[config.mk]
export PLATFORM = sky130hd
export DESIGN_NAME = signal_min_max_normalizer
export DESIGN_NICKNAME = d
export VERILOG_FILES = /design/src/sv/smm_norm_pkg.sv /design/src/sv/signal_min_max_normalizer.sv /design/src/sv/smm_norm_adjust.sv /design/src/sv/smm_norm_div.sv /design/src/sv/smm_norm_seq.sv
export SDC_FILE = /design/constraint.sdc
export NUM_CORES = 2
export LEC_CHECK = 0
export ABC_AREA = 1
export BUFFER_PORTS_ARGS = -buffer_cell sky130_fd_sc_hd__buf_2
export CAP_MARGIN = 25
export CELL_PAD_IN_SITES_DETAIL_PLACEMENT = 1
export CELL_PAD_IN_SITES_GLOBAL_PLACEMENT = 1
export CORE_UTILIZATION = 51
export CTS_CLUSTER_SIZE = 20
export DETAILED_ROUTE_END_ITERATION = 12
export PLACE_DENSITY = 0.93
export SLEW_MARGIN = 40
export SYNTH_ARGS = -nofsm -noshare
export SYNTH_HDL_FRONTEND = slang
export SYNTH_SLANG_ARGS = --single-unit
export TNS_END_PERCENT = 5
[constraint.sdc]
create_clock -name clk -period 8.2 [get_ports clk]
set_clock_uncertainty 0.2 [all_clocks]
set_input_delay 0 -clock clk [delete_from_list [all_inputs] [get_ports clk]]
set_output_delay 0 -clock clk [all_outputs]
set_load 0.03 [all_outputs]
[src/sv/smm_norm_pkg.sv]
// Shared types, sizes and codes for the min-max normalizer.
`timescale 1ns / 1ps

package smm_norm_pkg;

  localparam int SAMPLE_DEPTH = 32;
  localparam int CNT_W  = $clog2(SAMPLE_DEPTH + 1);
  localparam int IDX_W  = $clog2(SAMPLE_DEPTH);
  localparam int SUM_W  = 23;
  localparam int LEN_W  = 7;
  localparam int DEN_W  = 16;
  localparam int DVD_W  = 22;
  localparam int STEP_W = 5;

  localparam logic [STEP_W-1:0] MEAN_STEPS = STEP_W'(DVD_W);
  localparam logic [STEP_W-1:0] NORM_STEPS = STEP_W'(16);

  localparam int CFG_IDX_W = 2;
  localparam logic [CFG_IDX_W-1:0] REG_OFFSET = 2'd0;
  localparam logic [CFG_IDX_W-1:0] REG_SCALE  = 2'd1;
  localparam logic [CFG_IDX_W-1:0] REG_MODE   = 2'd2;

  localparam logic [1:0] MODE_ADJUSTED  = 2'd0;
  localparam logic [1:0] MODE_CENTERED  = 2'd1;
  localparam logic [1:0] MODE_NORMALIZE = 2'd2;

  typedef struct packed {
    logic signed [15:0] sample;
    logic               last;
  } in_item_t;

  typedef struct packed {
    logic signed [16:0]  value;
    logic [LEN_W-1:0]    length;
    logic signed [15:0]  max_value;
    logic signed [15:0]  min_value;
    logic signed [15:0]  mean_value;
    logic                flat_signal;
    logic                overflow;
    logic                end_of_frame;
  } result_t;

  typedef struct packed {
    logic              go;
    logic [DEN_W-1:0]  rem_init;
    logic [DVD_W-1:0]  dividend;
    logic [DEN_W-1:0]  divisor;
    logic [STEP_W-1:0] steps;
  } div_req_t;

  typedef struct packed {
    logic             done;
    logic [DVD_W-1:0] quotient;
  } div_rsp_t;

endpackage

[src/sv/signal_min_max_normalizer.sv]
// Min-max normalizer top level: configuration registers and block wiring.
//
// A sample request is taken when start is high and busy is low. Each sample is
// offset, scaled and saturated, stored (up to 32 per frame, extras dropped and
// flagged), and folded into running max, min and sum; after a sample that is
// not last, busy stays high for one cycle and the next request is taken once
// it falls. The request marked last closes the frame: a 22-step divide over
// the shared divider forms the mean, and then every stored sample comes out in
// order, each on result for exactly one cycle with strobe high. The receiver
// cannot stall the results. Each adjusted or centered result goes through a
// store read and then the output; a normalized result also waits for the
// 16-step divide of (x - min) by (max - min) in the one shared divider, except
// in a flat frame, where no divide runs. Frame statistics ride on the result
// with end_of_frame set. Write offset, scale and mode only while busy is low
// and no frame is being emitted.
`timescale 1ns / 1ps

module signal_min_max_normalizer import smm_norm_pkg::*; (
  input  logic                 clk,
  input  logic                 rst,
  input  logic                 start,
  output logic                 busy,
  input  in_item_t             item,
  output result_t              result,
  output logic                 strobe,
  input  logic                 cfg_we,
  input  logic [CFG_IDX_W-1:0] cfg_index,
  input  logic [15:0]          cfg_data
);

  logic signed [15:0] offset;
  logic signed [15:0] scale;
  logic [1:0]         mode;
  logic               accept;
  logic signed [15:0] adj;
  div_req_t           div_req;
  div_rsp_t           div_rsp;

  always_ff @(posedge clk) begin
    if (rst) begin
      offset <= 16'sd0;
      scale  <= 16'sd256;
      mode   <= MODE_ADJUSTED;
    end else if (cfg_we) begin
      case (cfg_index)
        REG_OFFSET: offset <= cfg_data;
        REG_SCALE:  scale  <= cfg_data;
        REG_MODE:   mode   <= cfg_data[1:0];
        default: begin
        end
      endcase
    end
  end

  assign accept = start && !busy;

  smm_norm_adjust u_adjust (
    .clk    (clk),
    .load   (accept),
    .sample (item.sample),
    .offset (offset),
    .scale  (scale),
    .adj    (adj)
  );

  smm_norm_div u_div (
    .clk (clk),
    .rst (rst),
    .req (div_req),
    .rsp (div_rsp)
  );

  smm_norm_seq u_seq (
    .clk     (clk),
    .rst     (rst),
    .accept  (accept),
    .last    (item.last),
    .adj     (adj),
    .mode    (mode),
    .div_rsp (div_rsp),
    .div_req (div_req),
    .busy    (busy),
    .result  (result),
    .strobe  (strobe)
  );

endmodule

[src/sv/smm_norm_adjust.sv]
// Offset, Q8.8 scale multiply, floor shift and 16-bit saturation of one sample.
`timescale 1ns / 1ps

module smm_norm_adjust import smm_norm_pkg::*; (
  input  logic               clk,
  input  logic               load,
  input  logic signed [15:0] sample,
  input  logic signed [15:0] offset,
  input  logic signed [15:0] scale,
  output logic signed [15:0] adj
);

  logic signed [16:0] sum17;
  logic signed [32:0] prod;
  logic [24:0]        shifted;
  logic [9:0]         hi;

  assign sum17 = {sample[15], sample} + {offset[15], offset};

  always_ff @(posedge clk) begin
    if (load) begin
      prod <= sum17 * scale;
    end
  end

  // Arithmetic shift by 8 floors toward minus infinity.
  always_comb begin
    shifted = prod[32:8];
    hi      = shifted[24:15];
    if ((&hi) || !(|hi)) begin
      adj = shifted[15:0];
    end else if (shifted[24]) begin
      adj = 16'sh8000;
    end else begin
      adj = 16'sh7FFF;
    end
  end

endmodule

[src/sv/smm_norm_div.sv]
// Shared restoring divider, one quotient bit per cycle.
`timescale 1ns / 1ps

module smm_norm_div import smm_norm_pkg::*; (
  input  logic     clk,
  input  logic     rst,
  input  div_req_t req,
  output div_rsp_t rsp
);

  logic              active;
  logic              done;
  logic [STEP_W-1:0] cnt;
  logic [DEN_W-1:0]  rem;
  logic [DEN_W-1:0]  den;
  logic [DVD_W-1:0]  quo;
  logic [DEN_W:0]    rem2;
  logic [DEN_W:0]    diff;
  logic              ge;

  always_comb begin
    rem2 = {rem, quo[DVD_W-1]};
    ge   = rem2 >= {1'b0, den};
    diff = rem2 - {1'b0, den};
  end

  always_ff @(posedge clk) begin
    if (rst) begin
      active <= 1'b0;
      done   <= 1'b0;
    end else begin
      done <= !req.go && active && (cnt == STEP_W'(1));
      if (req.go) begin
        active <= 1'b1;
        cnt    <= req.steps;
        rem    <= req.rem_init;
        den    <= req.divisor;
        quo    <= req.dividend;
      end else if (active) begin
        rem <= ge ? diff[DEN_W-1:0] : rem2[DEN_W-1:0];
        quo <= {quo[DVD_W-2:0], ge};
        cnt <= cnt - STEP_W'(1);
        if (cnt == STEP_W'(1)) begin
          active <= 1'b0;
        end
      end
    end
  end

  assign rsp.done     = done;
  assign rsp.quotient = quo;

endmodule

[src/sv/smm_norm_seq.sv]
// Frame sequencer: sample store, running statistics and result generation.
`timescale 1ns / 1ps

module smm_norm_seq import smm_norm_pkg::*; (
  input  logic               clk,
  input  logic               rst,
  input  logic               accept,
  input  logic               last,
  input  logic signed [15:0] adj,
  input  logic [1:0]         mode,
  input  div_rsp_t           div_rsp,
  output div_req_t           div_req,
  output logic               busy,
  output result_t            result,
  output logic               strobe
);

  typedef enum logic [6:0] {
    S_IDLE   = 7'b0000001,
    S_ACC    = 7'b0000010,
    S_MSTART = 7'b0000100,
    S_MWAIT  = 7'b0001000,
    S_READ   = 7'b0010000,
    S_LOAD   = 7'b0100000,
    S_DWAIT  = 7'b1000000
  } state_t;

  state_t state;

  logic signed [15:0] mem [SAMPLE_DEPTH];
  logic signed [15:0] rd;
  logic [CNT_W-1:0]   count;
  logic [IDX_W-1:0]   idx;
  logic signed [15:0] run_max;
  logic signed [15:0] run_min;
  logic signed [SUM_W-1:0] run_sum;
  logic               dropped;
  logic               last_q;
  logic signed [15:0] mean;

  logic               room;
  logic               fin;
  logic               span_zero;
  logic               is_norm;
  logic               need_div;
  logic               emit;
  logic [16:0]        span17;
  logic [16:0]        d17;
  logic [16:0]        diff_c;
  logic [15:0]        cent;
  logic [SUM_W-1:0]   sum_mag;
  logic [15:0]        mean_mag;
  logic signed [16:0] value_next;
  result_t            res_next;

  always_comb begin
    room      = count < CNT_W'(SAMPLE_DEPTH);
    fin       = (CNT_W'(idx) + CNT_W'(1)) == count;
    span_zero = run_max == run_min;
    is_norm   = mode == MODE_NORMALIZE;
    need_div  = is_norm && !span_zero;
    span17    = {run_max[15], run_max} - {run_min[15], run_min};
    d17       = {rd[15], rd} - {run_min[15], run_min};
    diff_c    = {rd[15], rd} - {mean[15], mean};
    sum_mag   = run_sum[SUM_W-1] ? -run_sum : run_sum;
    mean_mag  = div_rsp.quotient[15:0];

    if (diff_c[16] == diff_c[15]) begin
      cent = diff_c[15:0];
    end else if (diff_c[16]) begin
      cent = 16'h8000;
    end else begin
      cent = 16'h7FFF;
    end

    // Mean divide when the frame closes, otherwise the per-sample fraction.
    div_req.divisor = span17[15:0];
    div_req.steps   = NORM_STEPS;
    div_req.rem_init = {1'b0, d17[15:1]};
    div_req.dividend = {d17[0], {(DVD_W-1){1'b0}}};
    div_req.go       = (state == S_LOAD) && need_div;
    if (state == S_MSTART) begin
      div_req.go       = 1'b1;
      div_req.divisor  = DEN_W'(count);
      div_req.steps    = MEAN_STEPS;
      div_req.rem_init = '0;
      div_req.dividend = sum_mag[DVD_W-1:0];
    end

    if (state == S_DWAIT) begin
      value_next = 17'(div_rsp.quotient);
    end else begin
      case (mode)
        MODE_CENTERED:  value_next = {cent[15], cent};
        MODE_NORMALIZE: value_next = '0;
        default:        value_next = {rd[15], rd};
      endcase
    end

    emit = ((state == S_LOAD) && !need_div) || ((state == S_DWAIT) && div_rsp.done);

    res_next.value        = value_next;
    res_next.length       = fin ? LEN_W'(count) : '0;
    res_next.max_value    = fin ? run_max : '0;
    res_next.min_value    = fin ? run_min : '0;
    res_next.mean_value   = fin ? mean : '0;
    res_next.flat_signal  = is_norm && span_zero;
    res_next.overflow     = fin && dropped;
    res_next.end_of_frame = fin;
  end

  always_ff @(posedge clk) begin
    if ((state == S_ACC) && room) begin
      mem[count[IDX_W-1:0]] <= adj;
    end
    rd <= mem[idx];
  end

  always_ff @(posedge clk) begin
    if (rst) begin
      state   <= S_IDLE;
      count   <= '0;
      run_max <= 16'sh8000;
      run_min <= 16'sh7FFF;
      run_sum <= '0;
      dropped <= 1'b0;
      strobe  <= 1'b0;
    end else begin
      strobe <= emit;
      case (state)
        S_IDLE: begin
          if (accept) begin
            last_q <= last;
            state  <= S_ACC;
          end
        end
        S_ACC: begin
          if (room) begin
            count   <= count + CNT_W'(1);
            run_sum <= run_sum + {{(SUM_W-16){adj[15]}}, adj};
            if (adj > run_max) run_max <= adj;
            if (adj < run_min) run_min <= adj;
          end else begin
            dropped <= 1'b1;
          end
          state <= last_q ? S_MSTART : S_IDLE;
        end
        S_MSTART: begin
          state <= S_MWAIT;
        end
        S_MWAIT: begin
          if (div_rsp.done) begin
            mean  <= run_sum[SUM_W-1] ? -mean_mag : mean_mag;
            idx   <= '0;
            state <= S_READ;
          end
        end
        S_READ: begin
          state <= S_LOAD;
        end
        S_LOAD: begin
          if (need_div) begin
            state <= S_DWAIT;
          end
        end
        S_DWAIT: begin
        end
        default: begin
          state <= S_IDLE;
        end
      endcase

      if (emit) begin
        result <= res_next;
        if (fin) begin
          // Close the frame: drop the statistics and wait for the next one.
          count   <= '0;
          run_max <= 16'sh8000;
          run_min <= 16'sh7FFF;
          run_sum <= '0;
          dropped <= 1'b0;
          state   <= S_IDLE;
        end else begin
          idx   <= idx + IDX_W'(1);
          state <= S_READ;
        end
      end
    end
  end

  assign busy = state != S_IDLE;

endmodule

======== Word-level counts from Yosys, hierarchy flattened ========
Memory sizes are Yosys's and may differ from the RTL's. A register that Yosys moved wholly into a read port is not among the register bits.
Index checks and enable logic that the tools add are counted.
word-level totals
  flip-flop bits (word level) ............. 295
  latch bits .............................. 0
  RAM bits ................................ 512
  memory bits (read-only) ................. 0
  input bits .............................. 39
  output and inout port bits .............. 77
  logic and storage cells ................. 153
  memories ................................ 1
cells by class
  add/subtract/negate cells ............... 12
  multipliers ............................. 1
  divide/modulo/power cells ............... 0
  order comparisons ....................... 4
  eq/ne operators ......................... 20
  shifts and indexed selects .............. 0
  mux-type cells .......................... 54
  bitwise operators ....................... 1
  reductions and logical operators ........ 30
memories
  memory     words  bits a word  rd ports  clocked after Yosys merged registers in  wr ports  RTL line            RTL
  u_seq.mem  32     16           1         1                                        1         smm_norm_seq.sv:30  logic signed [15:0] mem [SAMPLE_DEPTH];
operator list
  cell                                                            number
  16-bit 2-to-1 mux                                               18
  23-bit 2-to-1 mux                                               4
  22-bit 2-to-1 mux                                               3
  60-bit 2-to-1 mux                                               1
  7-bit case mux with 7 select lines                              1
  16-bit subtractor                                               3
  5-bit 2-to-1 mux                                                7
  17-bit case mux with 2 select lines                             1
  17-bit by 16-bit multiplier with 33-bit output                  1
  7-bit 2-to-1 mux                                                4
  6-bit 2-to-1 mux                                                4
  23-bit adder                                                    1
  22-bit negation                                                 1
  16-bit by 16-bit adder with 17-bit output                       1
  17-bit by 16-bit greater-or-equal comparator with 1-bit output  1
  17-bit 2-to-1 mux                                               1
  16-bit by 16-bit subtractor with 17-bit output                  1
  16-bit equality test                                            1
  16-bit greater-than comparator                                  1
  16-bit < comparator                                             1
  16-bit negation                                                 1
  2-bit AND reduction                                             6
  1-bit logical AND                                               10
  10-bit AND reduction                                            1
  other kinds (31)                                                48

======== Longest topological paths before layout ========
  word-level depth ........................ 10
  gate-level depth with buffers ........... 34
  gate-level depth less buffers ........... 34

======== Modules after synthesis ========
From an unflattened synthesis, not the netlist that was laid out.
second synthesis, totals
  cell total of the unflattened synthesis .. 5563
  area, all modules ....................... 50757.4 um^2
modules (own cells, without submodules)
  module                     instances  cells each  area an instance (um^2)  sequential area each (um^2)
  smm_norm_seq               1          3207        32657.6                  19979.2
  smm_norm_adjust            1          1653        12748.5                  750.7
  smm_norm_div               1          480         3886.2                   1811.7
  signal_min_max_normalizer  1          223         1465.2                   680.7

======== Worst setup path after synthesis ========
No wires, ideal clock.
  path kind ............................... flip-flop to flip-flop
  from .................................... register offset[0]
  to ...................................... register u_adjust.prod[22], data pin
  arrival ................................. 6.765 ns
  data required time ...................... 7.742 ns
  path slack .............................. 0.977 ns
  cell stages (with the launch flop) ...... 31
  buffers on the path ..................... 1
  path through ............................ dfxtp_1 -> ha_1 -> inv_1 -> fa_1 -> nand3b_1 -> nand2_1 -> inv_1 -> o21ai_1 -> a31oi_1 -> xnor2_1 -> clkbuf_1 -> nand2_1 -> fa_1 -> fa_1 -> inv_1 -> fa_1 -> inv_1 -> fa_1 -> fa_1 -> inv_1 -> fa_1 -> ha_1 -> a21o_1 -> a31oi_1 -> nand3_1 -> nand2_1 -> nand2_1 -> a21oi_1 -> o21ai_1 -> a21oi_1 -> xnor2_1
between the ends
  word-level cells in the longest chain between the ends .. 2
RTL lines
  what                                            RTL line                         RTL
  start: declaration                              signal_min_max_normalizer.sv:31  logic signed [15:0] offset;
  start signal: assignment                        signal_min_max_normalizer.sv:46  REG_OFFSET: offset <= cfg_data;
  16-bit by 16-bit adder with 17-bit output       smm_norm_adjust.sv:18            assign sum17 = {sample[15], sample} + {offset[15], offset};
  17-bit by 16-bit multiplier with 33-bit output  smm_norm_adjust.sv:22            prod <= sum17 * scale;
  end signal: assignment                          smm_norm_adjust.sv:22
  end: declaration                                smm_norm_adjust.sv:14            logic signed [32:0] prod;
No other way between the ends.
A chain may end at the register's enable or synchronous reset.

======== Worst setup path in the final report ========
  from .................................... register offset[4]
  to ...................................... register u_adjust.prod[29], data pin
The elaborated chain is that of the path after synthesis.

==> results.cfg <==
[outcome]
status = finished, violations left
violations = negative setup slack

[grt]
grt_pass1_wl_mm = 277
grt_pass1_vias = 44200
antenna_found_initial = 16
grt_max_degree = 132
track_usage_pct = 39.4
grt-ovfl-total = 0

[synthesis]
synth.ff_latch_count = 814
yosys.area.top_type = edfxtp_1
yosys_most_used_dff = edfxtp_1
synth-edff-count = 692
synth_most_common_cell = edfxtp_1
ys_types = 60
ys_seq_area_share_pct = 48.7
synth_common_cells = edfxtp_1 (692), nor2_1 (679), inv_1 (598), nand2_1 (535), o21ai_0 (455)
syn_nets = 5273
synth_top_area_share_pct = 43.5
synth_area_sq_um = 47700
postSynthAreaPerCell_sq_um = 10.1
syn_inst = 4728
ys_top_cells_by_area = edfxtp_1 (44%), fa_1 (12%), ha_1 (5.9%), nor2_1 (5.3%), dfxtp_1 (5.1%)
ys_async_sr_fraction_pct = 0
synth_warnings = 0

[sta]
period_minus_slack_ns = 8.44
setup_viol = 3
maxSlewViolCount = 0
worst_pin_slew_ns = 1.46
max_slew_margin_pct = 2.40
min_period_over_period_pct = 103
fin_ws_ns = -0.236
finalHoldViolCount = 0
whs_ns = 0.0855
fmax_ghz = 0.119
fin_tns_setup_ns = -0.457

[layout]
finalNetCount = 5429
fillers = 9959
areaGrowthSynthToFinish_pct = 12.2
drive_gt1_share_pct = 9.40

[setup_path]
slowest_delay_ns = 0.55
worst-path-max-fanout = 10
crit_required_ns = 8.49
start_kind = flop
critPathArrivalTime_ns = 8.72
crit_type = reg -> reg
worstSetupEndpointType = flop
slowest_stage = fa_1

[clocking]
clock_latency_ns = 0.72
numClockSinks = 814
h-tree-depth = 3
ctsRootBufferMaster = clkbuf_16
tritoncts = built
clkTransAtPathRegs_ns = 0.07
cts_buffers = 87
clockBufferDepth = 3

[drt]
drtIter0Drc = 6123
routed_wl_mm = 193
drc = 0
routed_via_density = 6.71
wl_per_cell_um = 31.2
vias = 41600
dr.pass1.iters = 6
ant_nets = 0

[place]
hpwl_mm = 116
port_buffers = 114
dp_worst_setup_slack_ns = -0.148
finalWeightedCongestion = 0.944

[floorplan]
dieArea_sq_um = 94800
std_cell_rows = 111
coreArea_sq_um = 92200
chipHeight_um = 308
die_w_um = 308
pin_count = 116
start_util_pct = 51.7

[power_and_ir_drop]
power_mw = 15.2
p_per_area_nw_per_um2 = 284
p_leak_nw = 21.6
peakVddDrop_uv = 242

[job]
max-cap-violations = 0

[min_path]
min_path_type = in -> reg
repair_timing:
action / 4_1_cts / 5_1_grt
hold endpoints to repair: 71 / 0
pin swaps: 0 / 4
resized for setup: 5 / 40
hold buffers: 53 / 0
setup endpoints to repair: 12 / 17
buffers inserted: 0 / 5
cloned: 0 / 0
cell type report:
class | instances | area, sq um | area share [%]
repair buffers | 264 | 1840 | 3.44
clock buffers | 110 | 2360 | 4.40
flip-flops and latches | 814 | 23200 | 43.4
multi-input cells | 3102 | 21600 | 40.4
well taps | 1243 | 1560 | 2.91
clock inverters | 50 | 563 | 1.05
inverters | 615 | 2340 | 4.36
diodes | 5 | 12.5 | 0.0234
worst max-delay path, delay by kind of cell (launching register included):
family | cells | cell delay [ns]
fa+ha+maj | 8 | 3.93
simple gates | 9 | 1.48
xor+xnor | 1 | 0.21
compound gates | 7 | 1.55
flops | 1 | 0.32
buf+inv | 4 | 0.49
placed cells by master (no fill, tap or decap), types with 23 or more instances in the layout:
master | netlist | final
o21ai_0 | 455 | 451
nor2_1 | 679 | 673
dlygate4sd3_1 | 0 | 52
nand3_1 | 119 | 118
inv_1 | 598 | 591
xor2_1 | 69 | 68
clkbuf_16 | 0 | 89
buf_2 | 15 | 116
o221ai_1 | 105 | 105
xnor2_1 | 45 | 44
nand2_1 | 535 | 528
edfxtp_1 | 692 | 692
nand4_1 | 39 | 39
fa_1 | 281 | 280
dfxtp_1 | 122 | 120
buf_4 | 5 | 93
ha_1 | 225 | 223
nor3_1 | 44 | 39
a21oi_1 | 246 | 239
o22ai_1 | 41 | 41
a31oi_1 | 26 | 23
logic make-up (layout without fill, tap and decap cells):
group	after synthesis	after routing	synth area share (%)
adder cells (fa/ha/maj)	506	506	17.7
AND/OR/NAND/NOR	1479	1479	12.8
XOR/XNOR	114	114	2.09
flip-flops	814	814	48.7
other	1	6	0.00786
buffers and inverters	812	1039	6.52
AO/OA/AOI/OAI	1002	1002	12.3
path summary, 6_finish.rpt:
path	start	to	slack (ns)	depth (start not counted)
worst max-delay path	offset[4]$_SDFFE_PP0P_	u_adjust.prod[29]$_DFFE_PP_	-0.24	29
worst min-delay path	cfg_data[1]	scale[1]$_SDFFE_PP0P_	0.09	4
worst max register to register	offset[4]$_SDFFE_PP0P_	u_adjust.prod[29]$_DFFE_PP_	-0.24	29
worst min register to register	offset[3]$_SDFFE_PP0P_	offset[3]$_SDFFE_PP0P_	0.31	2
registers in the layout, indices dropped and copies added (netlist names), 2 cells and up:
name / flops
mode: 2
offset: 16
scale: 16
u_adjust.prod: 25
u_div.cnt: 5
u_div.den: 16
u_div.quo: 22
u_div.rem: 16
u_seq.count: 6
u_seq.idx: 5
u_seq.mean: 16
u_seq.mem: 512
u_seq.rd: 16
u_seq.result: 74
u_seq.run_max: 16
u_seq.run_min: 16
u_seq.run_sum: 23
u_seq.state: 7
metrics by stage:
step	area (sq um)	cells	utilization, %
after floorplan	47700	4728	-
after global placement	49800	5979	54.0
after detailed placement	49800	5979	54.0
after CTS	53300	6192	57.8
after global routing	53500	6200	58.0
final	53500	6203	58.0
layer usage:
layer,track usage (%),part of all wire (%),up-vias
met1,43.2,32,20300
met3,10.9,11,1333
met5,0,0.077,-
met4,31.8,10,20
met2,64.1,46,3548
li1,-,-,16400
where the power goes:
group          total, mW  switching, mW  internal [mW]
registers           5.24          0.110           5.13
clock network       4.19           1.95           2.24
logic               5.80           4.10           1.71
No activity file was read; power rests on OpenSTA's default activity.
